File: src/rtl/lss_pkg.sv
// Shared types and constants for the 3x3 Laplacian sharpening core.
// Holds pixel, window and column-select types plus register and operation codes.
// No dependencies; imported by the interfaces, the top level, lss_sharpen and lss_checker.
package lss_pkg;

	typedef logic [7:0] pix_t;

	// Window taps indexed [row][column]; row 0 is the top row, column 2 the newest.
	typedef pix_t [2:0][2:0] win_t;

	typedef struct packed {
		logic [1:0] lc;
		logic [1:0] mc;
		logic [1:0] rc;
	} sel_t;

	localparam int CFG_IDX_W  = 3;
	localparam int CFG_DATA_W = 24;

	localparam logic [CFG_IDX_W-1:0] REG_ROW_LENGTH    = 3'd0;
	localparam logic [CFG_IDX_W-1:0] REG_IMAGE_HEIGHT  = 3'd1;
	localparam logic [CFG_IDX_W-1:0] REG_KERNEL_TOP    = 3'd2;
	localparam logic [CFG_IDX_W-1:0] REG_KERNEL_MID    = 3'd3;
	localparam logic [CFG_IDX_W-1:0] REG_KERNEL_BOTTOM = 3'd4;

	localparam logic OP_SAMPLE = 1'b0;
	localparam logic OP_FLUSH  = 1'b1;

	localparam logic [11:0] ROW_LENGTH_RST   = 12'd640;
	localparam logic [12:0] IMAGE_HEIGHT_RST = 13'd480;
	localparam logic [23:0] KERNEL_TOP_RST   = 24'd256;
	localparam logic [23:0] KERNEL_MID_RST   = 24'd130049;
	localparam logic [23:0] KERNEL_BOT_RST   = 24'd256;

endpackage

File: src/rtl/lss_sharpen.sv
// Sharpening datapath: signed 3x3 kernel sum over selected window columns,
// sign flip on a negative centre weight, add of the centre sample and clamp.
// Depends on lss_pkg for the window and column-select types.
module lss_sharpen (
	input  lss_pkg::win_t  win,
	input  logic [23:0]    k_top,
	input  logic [23:0]    k_mid,
	input  logic [23:0]    k_bot,
	input  lss_pkg::sel_t  sel,
	output lss_pkg::pix_t  result
);
	import lss_pkg::*;

	logic [2:0][23:0]   krow;
	logic [2:0][1:0]    col;
	logic signed [16:0] prod [3][3];
	logic signed [18:0] row_sum [3];
	logic signed [19:0] sum;
	logic signed [20:0] mid_ext;
	logic signed [20:0] g;

	always_comb begin
		krow = {k_bot, k_mid, k_top};
		col  = {sel.rc, sel.mc, sel.lc};
		for (int a = 0; a < 3; a++) begin
			for (int b = 0; b < 3; b++) begin
				prod[a][b] = $signed(krow[a][b*8 +: 8]) * $signed({1'b0, win[a][col[b]]});
			end
			row_sum[a] = 19'(prod[a][0]) + 19'(prod[a][1]) + 19'(prod[a][2]);
		end
		sum = 20'(row_sum[0]) + 20'(row_sum[1]) + 20'(row_sum[2]);
		if (k_mid[15]) begin
			sum = -sum;
		end
		mid_ext = $signed({13'b0, win[1][sel.mc]});
		g = 21'(sum) + mid_ext;
		if (g < 0) begin
			result = 8'd0;
		end else if (g > 21'sd255) begin
			result = 8'd255;
		end else begin
			result = g[7:0];
		end
	end

endmodule

File: config.mk
export PLATFORM = sky130hd
export DESIGN_NAME = lss_sharpen
export DESIGN_NICKNAME = d
export VERILOG_FILES = /design/src/rtl/lss_pkg.sv /design/src/rtl/lss_sharpen.sv
export SDC_FILE = /design/constraint.sdc
export NUM_CORES = 2
export LEC_CHECK = 0
export ABC_AREA = 1
export BUFFER_PORTS_ARGS = -buffer_cell sky130_fd_sc_hd__buf_4
export CELL_PAD_IN_SITES_DETAIL_PLACEMENT = 0
export CELL_PAD_IN_SITES_GLOBAL_PLACEMENT = 2
export CORE_ASPECT_RATIO = 1.5
export CORE_MARGIN = 10
export CORE_UTILIZATION = 34
export DETAILED_ROUTE_END_ITERATION = 16
export GPL_TIMING_DRIVEN = 1
export PLACE_DENSITY = 0.74
export SYNTH_ARGS = -nofsm -noshare
export SYNTH_HDL_FRONTEND = slang
export SYNTH_SLANG_ARGS = --single-unit
File: constraint.sdc
create_clock -name vclk -period 19.8
set_input_delay 3.96 -clock vclk [all_inputs]
set_output_delay 3.96 -clock vclk [all_outputs]
set_load 0.1 [all_outputs]
==> run_results.csv <==
group,metric,value,unit
global_routing,grt_pass1_wl,141000,µm
place,numPortBuffers,158,
critical_path,worstSetupPathType,"in -> out",
timing,max_slew.worst_pin.slew,1.28,ns
final_layout,syn_to_final_growth,10.2,%
routing,wire_per_inst,22.5,µm
outcome,outcome,"finished clean",
timing,finalHoldViolations,0,
critical_path,crit_fanout,24,
place,placed_area,26900,µm²
synthesis,yosys.area.top_type,"fa_1",
global_routing,antenna_found_initial,0,
die,core,71300,µm²
routing,dr.pass1.iters,5,
worst_hold_path,hold_class,"in -> out",
die,initial_core_util,34.3,%
routing,ant_nets,0,
synthesis,synth_cell_types,40,
synthesis,netlist_top_cells_count,"988 x inv_1, 569 x fa_1, 442 x nor2_1, 354 x nand2_1, 303 x ha_1",
place,place_congestion,1.00,
timing,rsz0062_at_grt,"false",
routing,drt-total-wl,94100,µm
synthesis,yosys.area.top_type_share,46.6,%
critical_path,slowest_stage,"o21ai_1",
final_layout,nFlopsAndLatches,0,
final_layout,clockBufferCount,0,
synthesis,synth.cell_area,24400,µm²
die,rows,120,
timing,hold_ws,8.99,ns
die,die_w,239,µm
timing,finalCritPeriodShare,96.1,%
synthesis,ys_warn_count,0,
critical_path,max_stage_delay,0.79,ns
final_layout,final_util,37.8,%
die,pin_count,158,
synthesis,synth.most_common_cell,"inv_1",
synthesis,syn-num-nets,4127,
critical_path,cp-end-kind,"output pin",
synthesis,synth_area_per_cell,7.87,µm²
final_layout,drive_gt1_share,7.55,%
synthesis,synth_area_leaders,"fa_1 47%, ha_1 16%, inv_1 15%",
timing,slew_violations,0,
critical_path,worstPathArrival,15.08,ns
global_routing,gr-total-overflow,0,
critical_path,critPathRequiredTime,15.84,ns
die,die-area,83300,µm²
routing,viasPerCell,4.77,
global_routing,grt_use_total,22.7,%
critical_path,cp-start-kind,"input pin",
worst_hold_path,hold_depth,7,
critical_path,crit_top_cell,"fa_1",
flow_run,drv_cap,0,
final_layout,fillCellCount,7531,
final_layout,seq_area,0,µm²
timing,max_freq,52.5,MHz
final_layout,final_area,26900,µm²
die,die_h,348,µm
final_layout,antenna_cells,0,
final_layout,fin_nets,4294,
routing,drtIter0Drc,815,
synthesis,seq_area_frac_synth,0,%
synthesis,synthCells,3105,
timing,relSlewSlack,13.9,%
place,dp_hpwl,88800,µm
routing,vias,19976,
global_routing,grt_max_degree,47,
timing,setup_viol,0,
timing,post-route-min-period,19.04,ns
routing,drc_errors,0,
timing,fin_setup_tns,0,ns
global_routing,grt_pass1_vias,22328,
path summary, 6_finish.rpt:
kind,from,to,slack (ns)
max,sel[3],result[2],0.76
min,k_mid[15],result[3],8.99
logic make-up after synthesis:
kind of cell | count (synthesis) | share of synthesized area (%)
xor+xnor | 25 | 1.00
fa+ha+maj | 872 | 62.1
compound gates | 249 | 5.30
simple gates | 927 | 15.7
buf+inv | 1032 | 15.9
per-stage QoR:
step	instances	setup WS (ns)
floorplan	3105	2.67
global placement	4185	0.447
detailed placement	4185	0.300
CTS	4185	0.230
global route	4185	0.0926
finish	4185	0.762
layout by cell type, fill, tap and decap left out, types with 2 or more instances in the layout:
cell type  netlist  final
nor2_1         442    442
a22oi_1          4      4
nor2_2           5      5
nor3_1           7      7
nand3_4          3      3
fa_1           569    569
nor2_8           2      2
nand2_4          3      3
nand3_2          4      4
o21ai_1          4     15
ha_1           303    303
o21bai_1         3      3
o21ai_0        140    129
nor2_4           3      3
nand2_1        354    354
o21a_1           5      5
buf_4            1    194
nand3_1         54     54
o211ai_1         2      2
clkinv_1         4      4
xor2_1          11     11
inv_2           11     11
nand2_2         17     17
inv_1          988    988
xnor2_1         12     12
nand4_1         28     28
a21oi_1         86     86
nand3b_1         3      3
cell type report:
| type | count | area [µm²] | share of cell area, % |
|---|---|---|---|
| repair buffers | 194 | 1460 | 5.41 |
| inverters | 1003 | 3760 | 14.0 |
| well taps | 915 | 1140 | 4.25 |
| multi-input cells | 2073 | 20600 | 76.4 |
critical path: cells and delay by family:
family | cells | cell delay [ns]
AO/OA/AOI/OAI | 2 | 0.91
AND/OR/NAND/NOR | 20 | 2.22
buffers and inverters | 12 | 1.90
adder cells (fa/ha/maj) | 12 | 5.89
XOR/XNOR | 1 | 0.15
layer usage:
layer	vias to the layer above	wire (µm)	share of wire, %	GRT usage [%]
met4	0	5630	6.0	10.9
met3	136	2990	3.2	1.51
met2	513	49500	53	42.5
li1	9315	-	-	-
met5	-	0	0	0
met1	10012	35900	38	25.5
repair_timing:
action | CTS | global route
endpoints found under the setup margin | 0 | 8
buffers inserted | 0 | 0
gates resized for setup | 0 | 3
hold buffers | 0 | 0
Power is not shown: default switching activity piles up to over one toggle a cycle in this logic, so the estimate is an artifact.
